$ cat src/hw/rtl/rvod_pkg.sv
// Shared types, constants and lookup tables for the relay and valve output driver.
// Used by every module of the block; depends on nothing.
package rvod_pkg;

  localparam int RELAY_COUNT = 16;
  localparam int PHASE_STEPS = 8;
  localparam int PH_W        = $clog2(PHASE_STEPS);
  localparam int QDEPTH      = 4;
  localparam int QPTR_W      = $clog2(QDEPTH);

  localparam logic [2:0] OP_SET_RELAY  = 3'd0;
  localparam logic [2:0] OP_STEP_VALVE = 3'd1;
  localparam logic [2:0] OP_RELEASE    = 3'd2;
  localparam logic [2:0] OP_BULK       = 3'd3;
  localparam logic [2:0] OP_REFRESH    = 3'd4;

  localparam logic [15:0] VALVE_A_BITS = 16'h1e00;
  localparam logic [15:0] VALVE_B_BITS = 16'hf000;
  localparam logic [15:0] VALVE_B_KEEP = 16'h0007;

  typedef struct packed {
    logic [15:0] word_a;
    logic [15:0] word_b;
    logic        shift;
    logic        pb;
  } job_t;

  function automatic logic [3:0] relay_bit(input logic [3:0] idx);
    logic [3:0] b;
    case (idx)
      4'd0:    b = 4'd15;
      4'd1:    b = 4'd6;
      4'd2:    b = 4'd7;
      4'd3:    b = 4'd3;
      4'd4:    b = 4'd5;
      4'd5:    b = 4'd4;
      4'd6:    b = 4'd2;
      4'd7:    b = 4'd1;
      4'd8:    b = 4'd0;
      4'd9:    b = 4'd9;
      4'd10:   b = 4'd10;
      4'd11:   b = 4'd11;
      4'd12:   b = 4'd12;
      4'd13:   b = 4'd13;
      4'd14:   b = 4'd14;
      default: b = 4'd15;
    endcase
    return b;
  endfunction

  function automatic logic [15:0] phase_a(input logic [PH_W-1:0] idx);
    logic [15:0] p;
    case (idx)
      3'd0:    p = 16'h1000;
      3'd1:    p = 16'h1800;
      3'd2:    p = 16'h0800;
      3'd3:    p = 16'h0c00;
      3'd4:    p = 16'h0400;
      3'd5:    p = 16'h0600;
      3'd6:    p = 16'h0200;
      default: p = 16'h1200;
    endcase
    return p;
  endfunction

  function automatic logic [15:0] phase_b(input logic [PH_W-1:0] idx);
    logic [15:0] p;
    case (idx)
      3'd0:    p = 16'h8000;
      3'd1:    p = 16'hc000;
      3'd2:    p = 16'h4000;
      3'd3:    p = 16'h6000;
      3'd4:    p = 16'h2000;
      3'd5:    p = 16'h3000;
      3'd6:    p = 16'h1000;
      default: p = 16'h9000;
    endcase
    return p;
  endfunction

endpackage

$ cat src/hw/rtl/rvod_front.sv
// Command front end: accepts commands, updates the output words and phase indexes,
// and queues one output job per command. Depends on rvod_pkg.
module rvod_front import rvod_pkg::*; (
  input  logic        clk,
  input  logic        rst_n,
  input  logic        in_tvalid,
  output logic        in_tready,
  input  logic [2:0]  in_tuser,
  input  logic [23:0] in_tdata,
  output logic        push_valid,
  input  logic        push_ready,
  output job_t        push_data
);

  logic [15:0]     word_a_r, word_a_nxt;
  logic [15:0]     word_b_r, word_b_nxt;
  logic [15:0]     last_a_r, last_a_nxt;
  logic [15:0]     last_b_r, last_b_nxt;
  logic [PH_W-1:0] ph_a_r, ph_a_nxt;
  logic [PH_W-1:0] ph_b_r, ph_b_nxt;

  logic [2:0]      op;
  logic [3:0]      relay_index;
  logic            relay_on;
  logic            valve_select;
  logic            direction;
  logic [15:0]     relay_word;
  logic [15:0]     mask;
  logic [PH_W-1:0] ph_cur;
  logic [PH_W-1:0] ph_step;
  logic            accept;

  assign op           = in_tuser;
  assign relay_index  = in_tdata[3:0];
  assign relay_on     = in_tdata[4];
  assign valve_select = in_tdata[5];
  assign direction    = in_tdata[6];
  assign relay_word   = in_tdata[22:7];

  assign in_tready  = push_ready;
  assign push_valid = in_tvalid;
  assign accept     = in_tvalid && push_ready;

  assign mask    = 16'd1 << relay_bit(relay_index);
  assign ph_cur  = valve_select ? ph_b_r : ph_a_r;
  assign ph_step = direction ? ph_cur - PH_W'(1) : ph_cur + PH_W'(1);

  always_comb begin
    word_a_nxt       = word_a_r;
    word_b_nxt       = word_b_r;
    last_a_nxt       = last_a_r;
    last_b_nxt       = last_b_r;
    ph_a_nxt         = ph_a_r;
    ph_b_nxt         = ph_b_r;
    push_data.shift  = 1'b0;
    push_data.pb     = 1'b0;
    case (op)
      OP_SET_RELAY: begin
        if ({1'b0, relay_index} < 5'(RELAY_COUNT)) begin
          word_a_nxt = relay_on ? (word_a_r | mask) : (word_a_r & ~mask);
        end
      end
      OP_STEP_VALVE: begin
        if (valve_select) begin
          word_b_nxt = (word_b_r & VALVE_B_KEEP) | phase_b(ph_b_r);
          ph_b_nxt   = ph_step;
        end else begin
          word_a_nxt = (word_a_r & ~VALVE_A_BITS) | phase_a(ph_a_r);
          ph_a_nxt   = ph_step;
        end
      end
      OP_RELEASE: begin
        if (valve_select) begin
          word_b_nxt = word_b_r & ~VALVE_B_BITS;
        end else begin
          word_a_nxt = word_a_r & ~VALVE_A_BITS;
        end
      end
      OP_BULK: begin
        word_a_nxt = (word_a_r & VALVE_A_BITS) | (relay_word & ~VALVE_A_BITS);
      end
      OP_REFRESH: begin
        push_data.shift = word_a_r != last_a_r;
        push_data.pb    = word_b_r != last_b_r;
        last_a_nxt      = word_a_r;
        last_b_nxt      = word_b_r;
      end
      default: begin
      end
    endcase
    push_data.word_a = word_a_nxt;
    push_data.word_b = word_b_nxt;
  end

  always_ff @(posedge clk) begin
    if (!rst_n) begin
      word_a_r <= '0;
      word_b_r <= '0;
      last_a_r <= '0;
      last_b_r <= '0;
      ph_a_r   <= '0;
      ph_b_r   <= '0;
    end else if (accept) begin
      word_a_r <= word_a_nxt;
      word_b_r <= word_b_nxt;
      last_a_r <= last_a_nxt;
      last_b_r <= last_b_nxt;
      ph_a_r   <= ph_a_nxt;
      ph_b_r   <= ph_b_nxt;
    end
  end

endmodule

$ cat src/hw/rtl/rvod_queue.sv
// Short register queue of output jobs between the command front end and the
// serializer. Depends on rvod_pkg.
module rvod_queue import rvod_pkg::*; (
  input  logic clk,
  input  logic rst_n,
  input  logic push_valid,
  output logic push_ready,
  input  job_t push_data,
  output logic pop_valid,
  input  logic pop_ready,
  output job_t pop_data
);

  job_t              mem_r [QDEPTH];
  logic [QPTR_W-1:0] wr_ptr_r, wr_ptr_nxt;
  logic [QPTR_W-1:0] rd_ptr_r, rd_ptr_nxt;
  logic [QPTR_W:0]   count_r, count_nxt;
  logic              push, pop;

  assign push_ready = count_r != (QPTR_W+1)'(QDEPTH);
  assign pop_valid  = count_r != '0;
  assign pop_data   = mem_r[rd_ptr_r];
  assign push       = push_valid && push_ready;
  assign pop        = pop_valid && pop_ready;

  always_comb begin
    wr_ptr_nxt = wr_ptr_r;
    rd_ptr_nxt = rd_ptr_r;
    count_nxt  = count_r;
    if (push) begin
      wr_ptr_nxt = (wr_ptr_r == QPTR_W'(QDEPTH-1)) ? '0 : wr_ptr_r + QPTR_W'(1);
    end
    if (pop) begin
      rd_ptr_nxt = (rd_ptr_r == QPTR_W'(QDEPTH-1)) ? '0 : rd_ptr_r + QPTR_W'(1);
    end
    if (push && !pop) begin
      count_nxt = count_r + (QPTR_W+1)'(1);
    end else if (pop && !push) begin
      count_nxt = count_r - (QPTR_W+1)'(1);
    end
  end

  always_ff @(posedge clk) begin
    if (!rst_n) begin
      wr_ptr_r <= '0;
      rd_ptr_r <= '0;
      count_r  <= '0;
    end else begin
      wr_ptr_r <= wr_ptr_nxt;
      rd_ptr_r <= rd_ptr_nxt;
      count_r  <= count_nxt;
    end
  end

  always_ff @(posedge clk) begin
    if (push) begin
      mem_r[wr_ptr_r] <= push_data;
    end
  end

endmodule

$ cat src/hw/rtl/rvod_back.sv
// Output serializer: turns each queued job into one result or sixteen shifted bits,
// MSB first, with the latch strobe on the last. Depends on rvod_pkg.
module rvod_back import rvod_pkg::*; (
  input  logic        clk,
  input  logic        rst_n,
  input  logic        pop_valid,
  output logic        pop_ready,
  input  job_t        pop_data,
  output logic        out_tvalid,
  input  logic        out_tready,
  output logic [39:0] out_tdata,
  output logic        out_tlast
);

  job_t       job_r;
  logic       valid_r;
  logic [3:0] cnt_r;
  logic       done;
  logic       out_take;
  logic       serial_bit;

  assign done       = !job_r.shift || (cnt_r == 4'd15);
  assign out_take   = valid_r && out_tready;
  assign pop_ready  = !valid_r || (out_tready && done);
  assign serial_bit = job_r.shift && job_r.word_a[~cnt_r];

  assign out_tvalid = valid_r;
  assign out_tlast  = done;
  assign out_tdata  = {5'd0, job_r.pb, job_r.shift, serial_bit, job_r.word_b, job_r.word_a};

  always_ff @(posedge clk) begin
    if (!rst_n) begin
      valid_r <= 1'b0;
      cnt_r   <= '0;
    end else if (pop_valid && pop_ready) begin
      valid_r <= 1'b1;
      cnt_r   <= '0;
    end else if (out_take && done) begin
      valid_r <= 1'b0;
    end else if (out_take) begin
      cnt_r <= cnt_r + 4'd1;
    end
  end

  always_ff @(posedge clk) begin
    if (pop_valid && pop_ready) begin
      job_r <= pop_data;
    end
  end

  a_cnt_only_when_shifting: assert property (@(posedge clk) disable iff (!rst_n)
    (valid_r && cnt_r != 4'd0) |-> job_r.shift)
    else $error("bit counter advanced on a job that does not shift");

  a_cnt_advances: assert property (@(posedge clk) disable iff (!rst_n)
    (out_take && !done) |=> (valid_r && cnt_r == $past(cnt_r) + 4'd1))
    else $error("shift did not advance to the next bit");

  a_job_held_while_shifting: assert property (@(posedge clk) disable iff (!rst_n)
    (valid_r && !done) |=> $stable(job_r))
    else $error("job replaced before its last bit was sent");

endmodule

$ cat src/hw/rtl/relay_and_valve_output_driver_core.sv
// Relay and valve output driver: command front end, job queue and output serializer.
// Path: each accepted command's job is written into the job queue, then loaded into the serializer's job register.
// Throughput: one command per cycle while the four-entry job queue has room; a refresh
// that shifts word A holds the serializer for sixteen results, all other commands for one.
// Reset: synchronous, active low; both words, phase indexes and sent copies go to zero.
// Depends on rvod_pkg, rvod_front, rvod_queue and rvod_back.
module relay_and_valve_output_driver_core import rvod_pkg::*; (
  input  logic        clk,
  input  logic        rst_n,
  input  logic        in_tvalid,
  output logic        in_tready,
  // op[2:0]
  input  logic [2:0]  in_tuser,
  // relay_index[3:0], relay_on[4], valve_select[5], direction[6], relay_word[22:7]
  input  logic [23:0] in_tdata,
  output logic        out_tvalid,
  input  logic        out_tready,
  // word_a[15:0], word_b[31:16], serial_bit[32], serial_valid[33], port_b_update[34]
  output logic [39:0] out_tdata,
  output logic        out_tlast
);

  logic push_valid, push_ready;
  job_t push_data;
  logic pop_valid, pop_ready;
  job_t pop_data;

  rvod_front u_front (
    .clk        (clk),
    .rst_n      (rst_n),
    .in_tvalid  (in_tvalid),
    .in_tready  (in_tready),
    .in_tuser   (in_tuser),
    .in_tdata   (in_tdata),
    .push_valid (push_valid),
    .push_ready (push_ready),
    .push_data  (push_data)
  );

  rvod_queue u_queue (
    .clk        (clk),
    .rst_n      (rst_n),
    .push_valid (push_valid),
    .push_ready (push_ready),
    .push_data  (push_data),
    .pop_valid  (pop_valid),
    .pop_ready  (pop_ready),
    .pop_data   (pop_data)
  );

  rvod_back u_back (
    .clk        (clk),
    .rst_n      (rst_n),
    .pop_valid  (pop_valid),
    .pop_ready  (pop_ready),
    .pop_data   (pop_data),
    .out_tvalid (out_tvalid),
    .out_tready (out_tready),
    .out_tdata  (out_tdata),
    .out_tlast  (out_tlast)
  );

endmodule

$ cat config.mk
export PLATFORM = sky130hd
export DESIGN_NAME = relay_and_valve_output_driver_core
export DESIGN_NICKNAME = d
export VERILOG_FILES = /design/src/hw/rtl/rvod_pkg.sv /design/src/hw/rtl/rvod_front.sv /design/src/hw/rtl/rvod_queue.sv /design/src/hw/rtl/rvod_back.sv /design/src/hw/rtl/relay_and_valve_output_driver_core.sv
export SDC_FILE = /design/constraint.sdc
export NUM_CORES = 1
export LEC_CHECK = 0
export ABC_AREA = 1
export BUFFER_PORTS_ARGS = -buffer_cell sky130_fd_sc_hd__buf_2
export CORE_UTILIZATION = 28
export CTS_CLUSTER_DIAMETER = 50
export DETAILED_ROUTE_END_ITERATION = 16
export PLACE_DENSITY = 0.48
export SYNTH_ARGS = -nofsm -noshare
export SYNTH_HDL_FRONTEND = slang
export SYNTH_SLANG_ARGS = --single-unit
$ cat constraint.sdc
create_clock -name clk -period 6.8 [get_ports clk]
set_input_delay 1.36 -clock clk [delete_from_list [all_inputs] [get_ports clk]]
set_output_delay 1.36 -clock clk [all_outputs]
set_load 0.01 [all_outputs]
==> metrics.yaml, run 1 <==
post_cts_buffers: 0
wl_per_cell_um: 15.3
drt_first_iter_violations: 383
worst_setup_path_start_kind: "flop"
netlist_top_cells_area: "edfxtp_1 46%, dfxtp_1 15%, o21ai_0 6.9%, nand2_1 4.9%, nor2_1 4.2%"
drive_gt1_share_pct: 13.0
hold_path_class: "reg2reg"
max_freq_mhz: 296
arrival_ns: 2.02
clk_pin_slew_ns: 0.06
grt_setup_unrepaired: "no"
core_sq_um: 34900
slew_violations: 0
synth.ff_latch_count: 231
power.total_mw: 4.34
start_util_pct: 28.7
io_pins: 74
p_per_area_nw_per_um2: 372
syn_to_final_growth_pct: 16.4
antenna_found_initial: 0
routed_wirelength_um: 23700
worstMarginPinSlew_ns: 1.10
holdWs_ns: 0.490
yosysWarnings: 0
worst_ep_required_time_ns: 5.44
hold_viol: 0
met1_length_um: 11900
async_flop_share_pct: 0
grt_overflow: 0
grt_pass1_vias: 6854
place.gp.congestion: 0.797
cts_root_buf: "clkbuf_16"
fp.dieArea_sq_um: 36600
die_h_um: 191
fp-row-count: 68
period_share_pct: 49.7
fin_area_sq_um: 11700
grt_max_degree: 65
cts_inserted_buffers: 29
die_width_um: 191
max-vdd-ir-drop_mv: 0.181
timing.final.ws_setup_ns: 3.42
maxCapViolations: 0
final-instance-count-excl-fill: 1550
synth_edf_count: 155
path_max_fanout: 12
synthDistinctLibCells: 38
grt_use_total_pct: 13.1
wl_met3_um: 1010
drt-pass1-iter-count: 5
drtAntennaViolNets: 0
cts_tree: "built"
dp_cells: 1497
topRoutingLayerUsed: "met4"
yosysTopAreaCellShare_pct: 46.4
nNetsFinal: 1119
synth.most_common_cell: "edfxtp_1"
setup-violations-final: 0
vias: 7125
synthFlopType: "edfxtp_1"
syn_inst: 1016
crit_path_end_kind: "output port"
cts.path.max_buffers: 3
cts_hold_buf: 0
period_needed_ns: 3.38
syn_avg_cell_area_sq_um: 9.87
hold_depth: 2
netlist_area_sq_um: 10000
status: "completed"
pre_cts_ws_ns: 2.90
slew_headroom_pct: 26.8
clk_latency_ns: 0.53
ff2ff_path_depth: 13
ys_seq_area_share_pct: 61.6
route.detailed.drc: 0
p_leak_nw: 4.54
yosys-top-cells-count: "155 x edfxtp_1, 138 x o21ai_0, 130 x nand2_1"
h-tree-depth: 1
critPathKind: "reg2out"
vias_per_cell: 4.60
cts-resized-gates: 0
numClockSinks: 231
final_util_pct: 33.5
synth_area_leader_cell: "edfxtp_1"
postPlaceCellArea_sq_um: 10700
skew_ns: 0.0160
grt_pass1_wl_um: 37700
port_buffers: 60
place_hpwl_um: 15300
routed-wl-met2_um: 10300
antenna_cells: 0
setup_tns_ns: 0
[layer usage]
metal	up-vias	track usage, %
met5	-	0
met4	0	3.69
met3	43	1.71
met2	158	20.7
met1	3318	18.7
li1	3606	-
[path summary, 6_finish.rpt]
kind	slack, ns	startpoint	end
min reg2reg	0.49	u_queue.count_r[2]	u_queue.count_r[2]
min	0.49	u_queue.count_r[2]	u_queue.count_r[2]
max	3.42	u_back.cnt_r[0]	out_tdata[32]
max reg2reg	3.51	u_back.cnt_r[0]	u_queue.count_r[1]
[cell families (layout without fill, tap and decap cells)]
kind of cell	count (synthesis)	after routing	synth area share, %
AND/OR/NAND/NOR	325	325	13.6
buffers and inverters	164	236	7.04
AO/OA/AOI/OAI	261	261	14.0
XOR/XNOR	19	19	1.66
other	1	8	0.0374
flip-flops	231	231	61.6
adder cells (fa/ha/maj)	15	15	2.02
[power by group]
group          switching [mW]  leakage [nW]  internal, mW
Clock                   0.590         0.454         0.872
Sequential             0.0903          2.09          1.81
Combinational           0.681          1.99         0.295
[state kept, by name, summed over array words and instances (netlist names)]
signal,count
u_back.out_tvalid,1
u_front.last_b_r,13
u_front.word_b_r,13
u_front.ph_b_r,3
u_queue.count_r,3
u_front.ph_a_r,3
u_back.cnt_r,4
u_queue.rd_ptr_r,2
u_front.word_a_r,16
u_front.last_a_r,16
u_queue.mem_r,124
u_queue.wr_ptr_r,2
u_back.out_tdata,31
[cells in the final DEF, fill, tap and decap left out, types with 12 or more instances in the layout]
master	synthesis	final
o21ai_0	138	138
ha_1	13	13
nand2_1	130	130
nor3_1	16	16
o22ai_1	35	35
clkbuf_16	0	29
nor2_1	111	106
dfxtp_1	76	75
buf_4	13	12
buf_2	5	60
edfxtp_1	155	155
nand3_1	41	41
a21oi_1	67	67
inv_1	106	106
[worst max-delay path: stages (launching register included)]
cell,delay [ns]
dfxtp_1,0.54
inv_1,0.24
o21ai_0,0.25
o221ai_1,0.14
nand3b_1,0.10
a21boi_0,0.07
buf_2,0.14
[cell type report]
| cell class | count | area [sq um] |
|---|---|---|
| fill | 3570 | 23200 |
| sequential | 231 | 6180 |
| multi-input combinational | 628 | 3190 |
| clock buffer | 37 | 796 |
| tap | 455 | 569 |
| inverter | 111 | 417 |
| timing repair buffer | 72 | 390 |
| clock inverter | 16 | 136 |
Note: power is estimated with default switching activity, not from simulation.
==> inputs of run 2 (changes only) <==
PLACE_DENSITY = 0.5   (was 0.48)
clock period = 2.9 ns   (was 6.8 ns; I/O delays follow)
==> run 2 against run 1 <==
- sequential cell count stayed put
- critical endpoint unchanged
- global-route usage is 0.080 points lower
- critical path type unchanged
- final cell count is 0.90% higher
- worst setup slack worse by 3.1 ns
- design area is 0.55% higher
- clock skew is 0.0049 ns higher
==> metrics.yaml, run 2 (synthesis results as in run 1) <==
crit_cells: 7
holdWs_ns: 0.429
path_buf_inv: 3
hold_viol: 0
grt_use_total_pct: 13.0
wl_per_cell_um: 15.2
slowest_stage: "dfxtp_1"
routed-wl-met2_um: 10700
fp.dieArea_sq_um: 36600
vias: 7196
drive_gt1_share_pct: 13.6
top_register: "u_queue.mem_r"
grt_max_degree: 65
setup-violations-final: 0
clk_pin_slew_ns: 0.06
cts-resized-gates: 0
nFillCells: 3582
numClockSinks: 231
grt_pass1_vias: 6826
path_max_fanout: 11
antenna_found_initial: 5
routed_wirelength_um: 23700
grt_setup_unrepaired: "no"
skew_ns: 0.0208
die_width_um: 191
ff2ff_path_depth: 16
max_freq_mhz: 395
mostFrequentLayoutCell: "edfxtp_1"
period_needed_ns: 2.53
clk_latency_ns: 0.53
drt-pass1-iter-count: 4
slew_headroom_pct: 50.3
cts.path.max_buffers: 3
cts_hold_buf: 0
io_pins: 74
max-vdd-ir-drop_mv: 0.335
vias_per_cell: 4.60
crit_family: "buffers and inverters"
cts_tree: "built"
critPathKind: "reg2out"
slowest_delay_ns: 0.32
port_buffers: 60
die_h_um: 191
cts_inserted_buffers: 29
worst_ep_required_time_ns: 2.32
met1_length_um: 11400
worstPathCellList: "buf_4 -> inv_1 -> o21ai_0 -> o221ai_1 -> nand3b_1 -> a21boi_0 -> buf_2"
post_cts_buffers: 0
period_share_pct: 87.3
dp_cells: 1510
start_util_pct: 28.7
worst_setup_path_start_kind: "flop"
drt_first_iter_violations: 339
fp-row-count: 68
worstMarginPinSlew_ns: 0.738
grt_pass1_wl_um: 37300
arrival_ns: 1.95
setup_tns_ns: 0
maxCapViolations: 0
core_sq_um: 34900
syn_to_final_growth_pct: 17.1
largest_register_ff_count: 124
hold_path_class: "in2reg"
crit_path_end_kind: "output port"
h-tree-depth: 1
cts_root_buf: "clkbuf_16"
topRoutingLayerUsed: "met5"
hold_depth: 5
wl_met3_um: 1070
grt_overflow: 0
layout_common_cells: "155 x edfxtp_1, 138 x o21ai_0, 130 x nand2_1, 106 x inv_1, 106 x nor2_1"
status: "completed"
place_hpwl_um: 15800
route.detailed.drc: 0
p_leak_nw: 4.57
final-instance-count-excl-fill: 1564
drtAntennaViolNets: 0
slew_violations: 0
p_per_area_nw_per_um2: 860
place.gp.congestion: 0.834
nNetsFinal: 1132
[run 2: through the flow]
stage	power (mW)	utilization [%]	area [sq um]	worst slack, ns
detailed placement	6.95	31.1	10900	0.465
finish	10.1	33.6	11700	0.367
global placement	6.91	31.1	10900	0.445
global route	10.7	33.6	11700	0.174
floorplan	6.01	-	10100	0.202
CTS	10.3	33.6	11700	0.325
[run 2: layout make-up]
class / instances / area, sq um / area share [%]
antenna: 2 / 5.00 / 0.0426
clock buffer: 41 / 801 / 6.82
clock inverter: 11 / 80.1 / 0.682
inverter: 111 / 417 / 3.55
multi-input combinational: 628 / 3190 / 27.2
sequential: 231 / 6180 / 52.6
tap: 455 / 569 / 4.85
timing repair buffer: 85 / 500 / 4.26
[run 2: tightest hold or removal path, delay by kind of cell]
| kind | cells | cell delay, ns |
|---|---|---|
| and+or+nand+nor | 2 | 0.14 |
| buffers and inverters | 2 | 0.13 |
| AOI/OAI and AO/OA | 1 | 0.08 |
[run 2: final timing paths]
path,to,start,slack [ns]
min,u_front.word_a_r[7],in_tdata[14],0.43
max reg2reg,u_queue.count_r[2],u_back.cnt_r[1],0.44
min reg2reg,u_queue.count_r[2],u_queue.count_r[2],0.49
max,out_tdata[32],u_back.cnt_r[0],0.37
[run 2: power by group]
| part | switching, mW | internal, mW | leakage (nW) | total (mW) |
|---|---|---|---|---|
| clock | 1.35 | 1.93 | 0.426 | 3.28 |
| sequential | 0.214 | 4.25 | 2.09 | 4.46 |
| combinational | 1.60 | 0.754 | 2.05 | 2.36 |
[run 2: per-layer routing]
layer,global-route usage (%),vias to the layer above
met1,17.6,3401
met3,2.17,42
met5,0,-
li1,-,3618
met4,3.88,4
met2,21.2,131
